$ cat src/hdl/tlsd_pkg.sv
// ----------------------------------------------------------------------------
// tlsd_pkg
// Shared widths, constants and the result record of the type-length deframer.
// ----------------------------------------------------------------------------
package tlsd_pkg;

  localparam int LENGTH_BITS_DEFAULT = 23;
  localparam int BYTE_BITS = 8;
  localparam int TYPE_BITS = 16;
  localparam int LEN_OUT_BITS = 23;
  localparam int CFG_BITS = 23;
  localparam int HDR_LEN_BITS = 32;
  localparam int TYPE_BYTES = 2;
  localparam int HDR_BYTES = 6;
  localparam int HDR_CNT_BITS = 3;

  localparam logic [LEN_OUT_BITS-1:0] HARD_MAX = 23'h7fffff;

  typedef struct packed {
    logic [TYPE_BITS-1:0]    message_type;
    logic [LEN_OUT_BITS-1:0] payload_length;
    logic [BYTE_BITS-1:0]    data_byte;
    logic                    has_data;
    logic                    last;
    logic                    oversize_error;
  } tlsd_result_t;

endpackage

$ cat src/hdl/tlsd_in_reg.sv
// ----------------------------------------------------------------------------
// tlsd_in_reg
// Input register: holds one received byte until the parser takes it.
// ----------------------------------------------------------------------------
module tlsd_in_reg (
  input  logic                          clk,
  input  logic                          rst,
  input  logic                          in_valid,
  output logic                          in_stall,
  input  logic [tlsd_pkg::BYTE_BITS-1:0] rx_byte,
  input  logic                          take,
  output logic                          item_valid,
  output logic [tlsd_pkg::BYTE_BITS-1:0] item_byte
);
  import tlsd_pkg::*;

  assign in_stall = item_valid && !take;

  always_ff @(posedge clk) begin
    if (rst) begin
      item_valid <= 1'b0;
    end else if (!in_stall) begin
      item_valid <= in_valid;
    end
    if (in_valid && !in_stall) begin
      item_byte <= rx_byte;
    end
  end

endmodule

$ cat src/hdl/tlsd_parser.sv
// ----------------------------------------------------------------------------
// tlsd_parser
// Header collection, length check, payload tagging and the result register.
// ----------------------------------------------------------------------------
module tlsd_parser #(
  parameter int LENGTH_BITS = tlsd_pkg::LENGTH_BITS_DEFAULT
) (
  input  logic                           clk,
  input  logic                           rst,
  input  logic                           item_valid,
  input  logic [tlsd_pkg::BYTE_BITS-1:0] item_byte,
  output logic                           take,
  input  logic [tlsd_pkg::CFG_BITS-1:0]  max_len,
  output logic                           result_valid,
  input  logic                           out_stall,
  output tlsd_pkg::tlsd_result_t         result
);
  import tlsd_pkg::*;

  localparam logic [CFG_BITS-1:0] LEN_MASK = CFG_BITS'((64'd1 << LENGTH_BITS) - 64'd1);

  typedef enum logic [1:0] {
    PH_HEADER  = 2'd0,
    PH_PAYLOAD = 2'd1,
    PH_HALT    = 2'd2
  } phase_t;

  phase_t                   phase, phase_next;
  logic [HDR_CNT_BITS-1:0]  hdr_count, hdr_count_next;
  logic [TYPE_BITS-1:0]     type_reg, type_reg_next;
  logic [23:0]              len_acc, len_acc_next;
  logic [LEN_OUT_BITS-1:0]  cur_len, cur_len_next;
  logic [LENGTH_BITS-1:0]   remaining, remaining_next;
  logic [HDR_LEN_BITS-1:0]  full_len;
  logic [CFG_BITS-1:0]      max_eff;
  logic                     emit;
  tlsd_result_t             res_next;

  assign take     = item_valid && (!result_valid || !out_stall);
  assign full_len = {len_acc, item_byte};
  assign max_eff  = max_len & LEN_MASK;

  always_comb begin
    phase_next     = phase;
    hdr_count_next = hdr_count;
    type_reg_next  = type_reg;
    len_acc_next   = len_acc;
    cur_len_next   = cur_len;
    remaining_next = remaining;
    emit           = 1'b0;
    res_next       = '0;
    res_next.message_type = type_reg;
    unique case (phase)
      PH_HEADER: begin
        if (hdr_count < HDR_CNT_BITS'(TYPE_BYTES)) begin
          type_reg_next = {type_reg[7:0], item_byte};
        end else begin
          len_acc_next = {len_acc[15:0], item_byte};
        end
        hdr_count_next = hdr_count + 1'b1;
        if (hdr_count == HDR_CNT_BITS'(HDR_BYTES - 1)) begin
          hdr_count_next = '0;
          if (full_len[HDR_LEN_BITS-1] ||
              full_len > HDR_LEN_BITS'(max_eff) ||
              full_len > HDR_LEN_BITS'(HARD_MAX)) begin
            phase_next              = PH_HALT;
            emit                    = 1'b1;
            res_next.oversize_error = 1'b1;
            res_next.payload_length = (full_len > HDR_LEN_BITS'(HARD_MAX)) ?
                                      HARD_MAX : full_len[LEN_OUT_BITS-1:0];
          end else if (full_len == '0) begin
            emit          = 1'b1;
            res_next.last = 1'b1;
          end else begin
            phase_next     = PH_PAYLOAD;
            cur_len_next   = full_len[LEN_OUT_BITS-1:0];
            remaining_next = full_len[LENGTH_BITS-1:0];
          end
        end
      end
      PH_PAYLOAD: begin
        remaining_next          = remaining - 1'b1;
        emit                    = 1'b1;
        res_next.payload_length = cur_len;
        res_next.data_byte      = item_byte;
        res_next.has_data       = 1'b1;
        if (remaining == LENGTH_BITS'(1)) begin
          res_next.last  = 1'b1;
          phase_next     = PH_HEADER;
          hdr_count_next = '0;
        end
      end
      default: begin
        phase_next = phase;
      end
    endcase
  end

  always_ff @(posedge clk) begin
    if (rst) begin
      phase        <= PH_HEADER;
      hdr_count    <= '0;
      result_valid <= 1'b0;
    end else begin
      if (take) begin
        phase     <= phase_next;
        hdr_count <= hdr_count_next;
      end
      if (take && emit) begin
        result_valid <= 1'b1;
      end else if (!out_stall) begin
        result_valid <= 1'b0;
      end
    end
    if (take) begin
      type_reg  <= type_reg_next;
      len_acc   <= len_acc_next;
      cur_len   <= cur_len_next;
      remaining <= remaining_next;
    end
    if (take && emit) begin
      result <= res_next;
    end
  end

endmodule

$ cat src/hdl/type_length_stream_deframer_top.sv
// ----------------------------------------------------------------------------
// type_length_stream_deframer_top
// Splits a byte stream into type-length messages and tags each payload byte.
//
//   channel  direction  handshake               payload
//   in       sink       in_valid / in_stall     rx_byte
//   out      source     out_valid / out_stall   message_type, payload_length,
//                                               data_byte, has_data, last,
//                                               oversize_error
//   cfg      sink       max_payload_length_we   max_payload_length
//
// One byte per cycle sustained while out_stall is low; path: input register,
// parser logic, result register. Header bytes one to five give no item.
// rst is synchronous; it clears the parser, both valid flags and the
// maximum length (back to all ones), and it is the only way out of the
// halted state after an oversize error.
// out_stall holds the result register and, once the input register is also
// full, raises in_stall.
// ----------------------------------------------------------------------------
module type_length_stream_deframer_top #(
  parameter int LENGTH_BITS = tlsd_pkg::LENGTH_BITS_DEFAULT
) (
  input  logic                              clk,
  input  logic                              rst,
  input  logic                              in_valid,
  output logic                              in_stall,
  input  logic [tlsd_pkg::BYTE_BITS-1:0]    rx_byte,
  output logic                              out_valid,
  input  logic                              out_stall,
  output logic [tlsd_pkg::TYPE_BITS-1:0]    message_type,
  output logic [tlsd_pkg::LEN_OUT_BITS-1:0] payload_length,
  output logic [tlsd_pkg::BYTE_BITS-1:0]    data_byte,
  output logic                              has_data,
  output logic                              last,
  output logic                              oversize_error,
  input  logic                              max_payload_length_we,
  input  logic [tlsd_pkg::CFG_BITS-1:0]     max_payload_length
);
  import tlsd_pkg::*;

  logic                 take;
  logic                 item_valid;
  logic [BYTE_BITS-1:0] item_byte;
  logic [CFG_BITS-1:0]  max_len;
  tlsd_result_t         result;

  always_ff @(posedge clk) begin
    if (rst) begin
      max_len <= '1;
    end else if (max_payload_length_we) begin
      max_len <= max_payload_length;
    end
  end

  tlsd_in_reg u_in_reg (
    .clk        (clk),
    .rst        (rst),
    .in_valid   (in_valid),
    .in_stall   (in_stall),
    .rx_byte    (rx_byte),
    .take       (take),
    .item_valid (item_valid),
    .item_byte  (item_byte)
  );

  tlsd_parser #(
    .LENGTH_BITS (LENGTH_BITS)
  ) u_parser (
    .clk          (clk),
    .rst          (rst),
    .item_valid   (item_valid),
    .item_byte    (item_byte),
    .take         (take),
    .max_len      (max_len),
    .result_valid (out_valid),
    .out_stall    (out_stall),
    .result       (result)
  );

  assign message_type   = result.message_type;
  assign payload_length = result.payload_length;
  assign data_byte      = result.data_byte;
  assign has_data       = result.has_data;
  assign last           = result.last;
  assign oversize_error = result.oversize_error;

endmodule

$ cat config.mk
export PLATFORM = sky130hd
export DESIGN_NAME = type_length_stream_deframer_top
export DESIGN_NICKNAME = d
export VERILOG_FILES = /design/src/hdl/tlsd_pkg.sv /design/src/hdl/tlsd_in_reg.sv /design/src/hdl/tlsd_parser.sv /design/src/hdl/type_length_stream_deframer_top.sv
export SDC_FILE = /design/constraint.sdc
export NUM_CORES = 1
export LEC_CHECK = 0
export BUFFER_PORTS_ARGS = -buffer_cell sky130_fd_sc_hd__buf_4
export CORE_AREA = 2 2 124 126
export DETAILED_ROUTE_END_ITERATION = 7
export DIE_AREA = 0 0 126 128
export HOLD_SLACK_MARGIN = 0.06
export MAX_ROUTING_LAYER = met4
export PLACE_DENSITY = 0.69
export SYNTH_ARGS = -nofsm -noshare
export SYNTH_HDL_FRONTEND = slang
export SYNTH_SLANG_ARGS = --single-unit
$ cat constraint.sdc
create_clock -name clk -period 8.5 [get_ports clk]
set_clock_uncertainty 0.15 [all_clocks]
set_input_delay 1.275 -clock clk [delete_from_list [all_inputs] [get_ports clk]]
set_output_delay 1.275 -clock clk [all_outputs]
set_load 0.005 [all_outputs]
Word level (Yosys, flattened, before mapping) --
Cells that the tools add are included.
Word-level totals: input port bits 36, logic and storage cells 82, flip-flop bits (word level) 174, output and inout port bits 52
Cells by class: equal/unequal tests 9, reduce and logical (&&, ||, !) cells 21, $lt $le $gt $ge 3, bitwise operators 3, add/sub/neg operators 2, mux-type cells 28
Operators by type and width (number):
- $mux 23 | 6
- $pmux 23 s2 | 2
- $gt 32x23->1 | 1
- $gt 32x23->1 const B | 1
- $logic_not 32->1 | 1
- $eq 23x1->1 const B | 1
- $sub 23x1->23 const B | 1
- $reduce_and 5->1 | 3
- $mux 2 | 5
- $mux 1 | 9
- $reduce_and 3->1 | 3
- $mux 3 | 2
- $ne 2x1->1 const B | 3
- $pmux 3 s2 | 1
- $logic_and 1x1->1 | 4
- $logic_not 1->1 | 4
- $ne 2x2->1 const B | 2
- $pmux 1 s2 | 2
- $pmux 2 s2 | 1
- $add 3x1->3 const B | 1
- $eq 3x3->1 const B | 1
- $logic_or 1x1->1 | 3
- $lt 3x2->1 const B | 1
- $ne 3x2->1 const B | 1
- 5 further kinds | 7

Depth between registers and ports, before layout --
depth in word-level cells 8, depth in mapped cells 9, depth with buffers taken out 8

Hierarchy --
Synthesis repeated with hierarchy kept, for this count alone.
Unflattened totals: cell total of the unflattened synthesis 562, area total of the unflattened synthesis 7392.1 um^2
Modules (own cells, without submodules):
- tlsd_parser | area each 6222.2 um^2, cells an instance 474, seq. area each 4204.0 um^2, instances 1
- type_length_stream_deframer_top | area each 879.6 um^2, cells an instance 76, seq. area each 460.4 um^2, instances 1
- tlsd_in_reg | area each 290.3 um^2, cells an instance 12, seq. area each 260.2 um^2, instances 1

Least setup slack after synthesis --
OpenSTA, ideal clock, no wires.
path type register -> register, from register u_in_reg.item_byte[5] (netlist bit), to register u_parser.remaining[0], enable pin, data arrival time 3.160 ns, required time 7.939 ns, stages on the path, launching flop included 8, setup slack 4.779 ns, cells stage by stage edfxtp_1 > ha_1 > a21o_1 > nand3_1 > a211oi_1 > or4_1 > a221o_1 > a21oi_1
Between the ends: longest elaborated chain between the ends 5
Ends and longest elaborated chain:
- start, declared | line tlsd_in_reg.sv:13 | output logic [tlsd_pkg::BYTE_BITS-1:0] item_byte
- start signal, assigned | line tlsd_in_reg.sv:26 | item_byte <= rx_byte;
- $gt 32x23->1 | line tlsd_parser.sv:64 | full_len > HDR_LEN_BITS'(max_eff) ||
- $logic_or 1x1->1 | line tlsd_parser.sv:63 | if (full_len[HDR_LEN_BITS-1] ||
- $logic_or 1x1->1 | line tlsd_parser.sv:64
- $ne 2x2->1 (no line)
- $reduce_and 5->1 (no line) *
- end signal, assigned | line tlsd_parser.sv:119 | remaining <= remaining_next;
- end, declared | line tlsd_parser.sv:33 | logic [LENGTH_BITS-1:0] remaining, remaining_next;
Mark *: on every way between the ends. The rest lies on a longest branch, timed or not. A chain may end at the register's enable or synchronous reset.

Worst setup path after layout --
from register u_parser.len_acc[1], to register u_parser.remaining[5], enable pin
Between the ends: longest elaborated chain between the ends 5
Ends and longest elaborated chain:
- start, declared | line tlsd_parser.sv:31 | logic [23:0] len_acc, len_acc_next;
- start signal, assigned | line tlsd_parser.sv:117 | len_acc <= len_acc_next;
- $gt 32x23->1 | line tlsd_parser.sv:64
- $logic_or 1x1->1 | line tlsd_parser.sv:63
- $logic_or 1x1->1 | line tlsd_parser.sv:64
- $ne 2x2->1 (no line)
- $reduce_and 5->1 (no line) *
Marked as above.

==> metrics.csv <==
metric,value,unit
result of the run,finished clean,
# setup viols final,0,
total routing resource utilization after global routing,20.35,%
met1 track utilization from global routing,26.69,%
post-CTS setup buffer count,0,
Resized Gates After CTS,0,
# H-tree levels,4,
fraction of the mapped netlist area in compound gates,8.900,%
cell leakage power,3.423,nW
antenna cell count,0,
initial antenna violation count,0,
number of optimization iterations in the first detailed-route pass,5,
net count after synthesis,639,
number of global-route vias before repair,4550,
crit path max fanout,23,
Finished Cell Area,8652,sq um
Slew headroom,15.04,%
placed wire-length estimate after detailed placement,10400,microns
biggest registers after layout,"u_parser.result: 50 flops, u_parser.len_acc: 24 flops",
Starting Density,48.61,%
number of flip-flops in the largest register,50,
dominant combinational cell family by area after synthesis,simple AND/OR/NAND/NOR gates,
layout cell share with drive strength beyond 1,19.03,%
post-route DRC violation count,0,
Post-Synth Adder-Cell Area,4.329,%
cts bufs inserted,17,
"most common cell after layout, fill and taps aside",edfxtp_1,
GRT Max-Usage Layer,met2,
xor/xnor cell area share of the yosys netlist,2.303,%
overall via count from detail_route,4743,
latest clock arrival within the worst-skew pair,0.44,ns
CP max stage cell,a21oi_2,
maximum buffer depth of the clock tree,2,
Post-synth top flop,edfxtp_1,
drt first-iter violations,503,
weighted congestion reported at the end of routability-driven placement,0.8899,
Setup crit start kind,register,
number of top-level pins,88,
unrepaired setup endpoints after global routing,no,
largest net degree at the start of global routing,51,
achievable clock frequency,259.2,MHz
Crit path largest cell delay,1.01,ns
"antenna viol nets, final",0,
area added between synthesis and finish,19.74,%
total count of hold-check failures in the final report,0,
area post-placement,8068,sq um
Post-synth ARST share,0,%
yosys synthesis warning count,0,
area of the core,14860,sq um
CTS Sinks,174,
portion of netlist area occupied by mux cells,0.2771,%
GRT overflow,0,
synthesized area divided by synthesized cell count,12.50,sq um
"Most flops, register",u_parser.result,
count of hold buffers inserted by post-cts repair,0,
met3 Usage GRT,5.217,%
accumulated negative setup slack,0,ns
vias per cell,5.477,
"EDFF count, synth",144,
clock tree from TritonCTS,yes,
CP cell instances,ha_1 -> a21o_1 -> nand3_1 -> a21oi_1 -> or4_1 -> a221o_1 -> a21oi_2,
die area,16130,sq um
Simple-Gate Fraction of Synth Area,13.25,%
transition time at the pin with the least slew margin,1.274,ns
std cell rows,45,
final worst path period need,3.858,ns
met2 track demand over resource in global routing,31.02,%
"CTS clk-pin slew, worst paths",0.07,ns
first-pass GRT wire length,24260,microns
die extent in x,126,microns
synthesized flop and latch total,174,
critical path class,register to register,
Peak VDD IR,0.1199,mV
"Cell Area, Synth",7226,sq um
gate count after technology mapping,578,
Final nets,726,
dominant delay contributor by cell family on the critical path,compound AO/OA/AOI/OAI gates,
part of the cycle the worst path needs,45.38,%
detail-routed net length per standard cell,17.70,microns
Critical Path RT,8.40,ns
chip height,128,microns
capturing element type of the critical path,register,
"commonest cells after routing, fill and taps aside","144 x edfxtp_1, 91 x buf_4, 81 x nand2_1",
number of max-cap violations,0,
cell at the root of the clock tree,clkbuf_16,
drt total wl,15330,microns
number of buffers and inverters on the critical path,0,
data arrival time of the worst path,3.75,ns
share of the yosys chip area belonging to registers,68.16,%
type of the tightest min-delay check,register to register,
power per unit of standard cell area,206.7,nW/um^2
Cell variety after synth,50,
final slew viol count,0,
number of input and output port buffers inserted,87,
==> synth_stat cells, types with 2 or more instances <==
cell / count / share of area (%)
edfxtp_1: 144 / 60
nand2_1: 81 / 4.2
nor2_1: 52 / 2.7
o21ai_0: 45 / 3.1
dfxtp_1: 30 / 8.3
inv_1: 29 / 1.5
ha_1: 25 / 4.3
o211ai_1: 23 / 2.4
clkbuf_1: 19 / 0.99
a21oi_1: 18 / 1.2
xnor2_1: 11 / 1.3
nor4_1: 9 / 0.78
and2_1: 8 / 0.69
nor3_1: 8 / 0.55
xor2_1: 8 / 0.97
nand3_1: 7 / 0.48
nand4_1: 6 / 0.52
and3_1: 4 / 0.35
nand2b_1: 4 / 0.35
nor2b_1: 4 / 0.35
or4_1: 4 / 0.42
or3_1: 3 / 0.26
a21o_1: 2 / 0.21
a31oi_1: 2 / 0.17
and4_1: 2 / 0.24
and4b_1: 2 / 0.28
buf_1: 2 / 0.10
mux2i_1: 2 / 0.28
o21a_1: 2 / 0.21
o21ai_1: 2 / 0.14
==> layout make-up <==
type	count	area (sq um)
tap	188	235.2
clock inverter	15	158.9
fill	1187	6212
clock buffer	17	425.4
inverter	30	112.6
timing repair buffer	91	683.2
multi-input combinational	351	2112
sequential	174	4925
==> path summary, 6_finish.rpt <==
kind | start | slack (ns) | endpoint | cells after the start
max | u_parser.len_acc[1]$_DFFE_PP_ | 4.64 | u_parser.remaining[5]$_DFFE_PP_ | 7
min | u_parser.type_reg[12]$_DFFE_PP_ | 0.27 | u_parser.result[46]$_DFFE_PP_ | 0
max reg2reg | u_parser.len_acc[1]$_DFFE_PP_ | 4.64 | u_parser.remaining[5]$_DFFE_PP_ | 7
min reg2reg | u_parser.type_reg[12]$_DFFE_PP_ | 0.27 | u_parser.result[46]$_DFFE_PP_ | 0
==> metrics by stage <==
| stage | power, mW | hold WS [ns] | util (%) | setup WS [ns] | cells |
|---|---|---|---|---|---|
| after global routing | 1.852 | 0.2831 | 58.21 | 4.451 | 866 |
| after CTS | 1.804 | 0.2699 | 58.21 | 4.677 | 866 |
| after detailed placement | 1.041 | 0.2545 | 54.28 | 4.675 | 834 |
| after floorplan | 1.006 | 0.2503 | - | 4.779 | 578 |
| after global placement | 1.038 | 0.2521 | 54.28 | 4.776 | 834 |
| final | 1.789 | 0.2680 | 58.21 | 4.642 | 866 |
==> report_power, final <==
part           total (mW)  switching [mW]  internal (mW)
combinational      0.0672          0.0378         0.0294
sequential          0.956          0.0182          0.938
clock               0.765           0.329          0.436
==> cells by family after synthesis <==
group / after synthesis
AOI/OAI and AO/OA: 105
xor gates and xnor gates: 19
adders and majority gates: 25
buffers and inverters: 53
DFF: 174
muxes: 2
and+or+nand+nor: 200
==> routing by layer <==
| layer | wire length, microns | part of all wire (%) |
|---|---|---|
| met4 | 270 | 1.8 |
| met2 | 7300 | 48 |
| met5 | 0 | 0 |
| met1 | 6690 | 44 |
| met3 | 1069 | 7.0 |
Note: power is estimated with default switching activity, not from simulation.
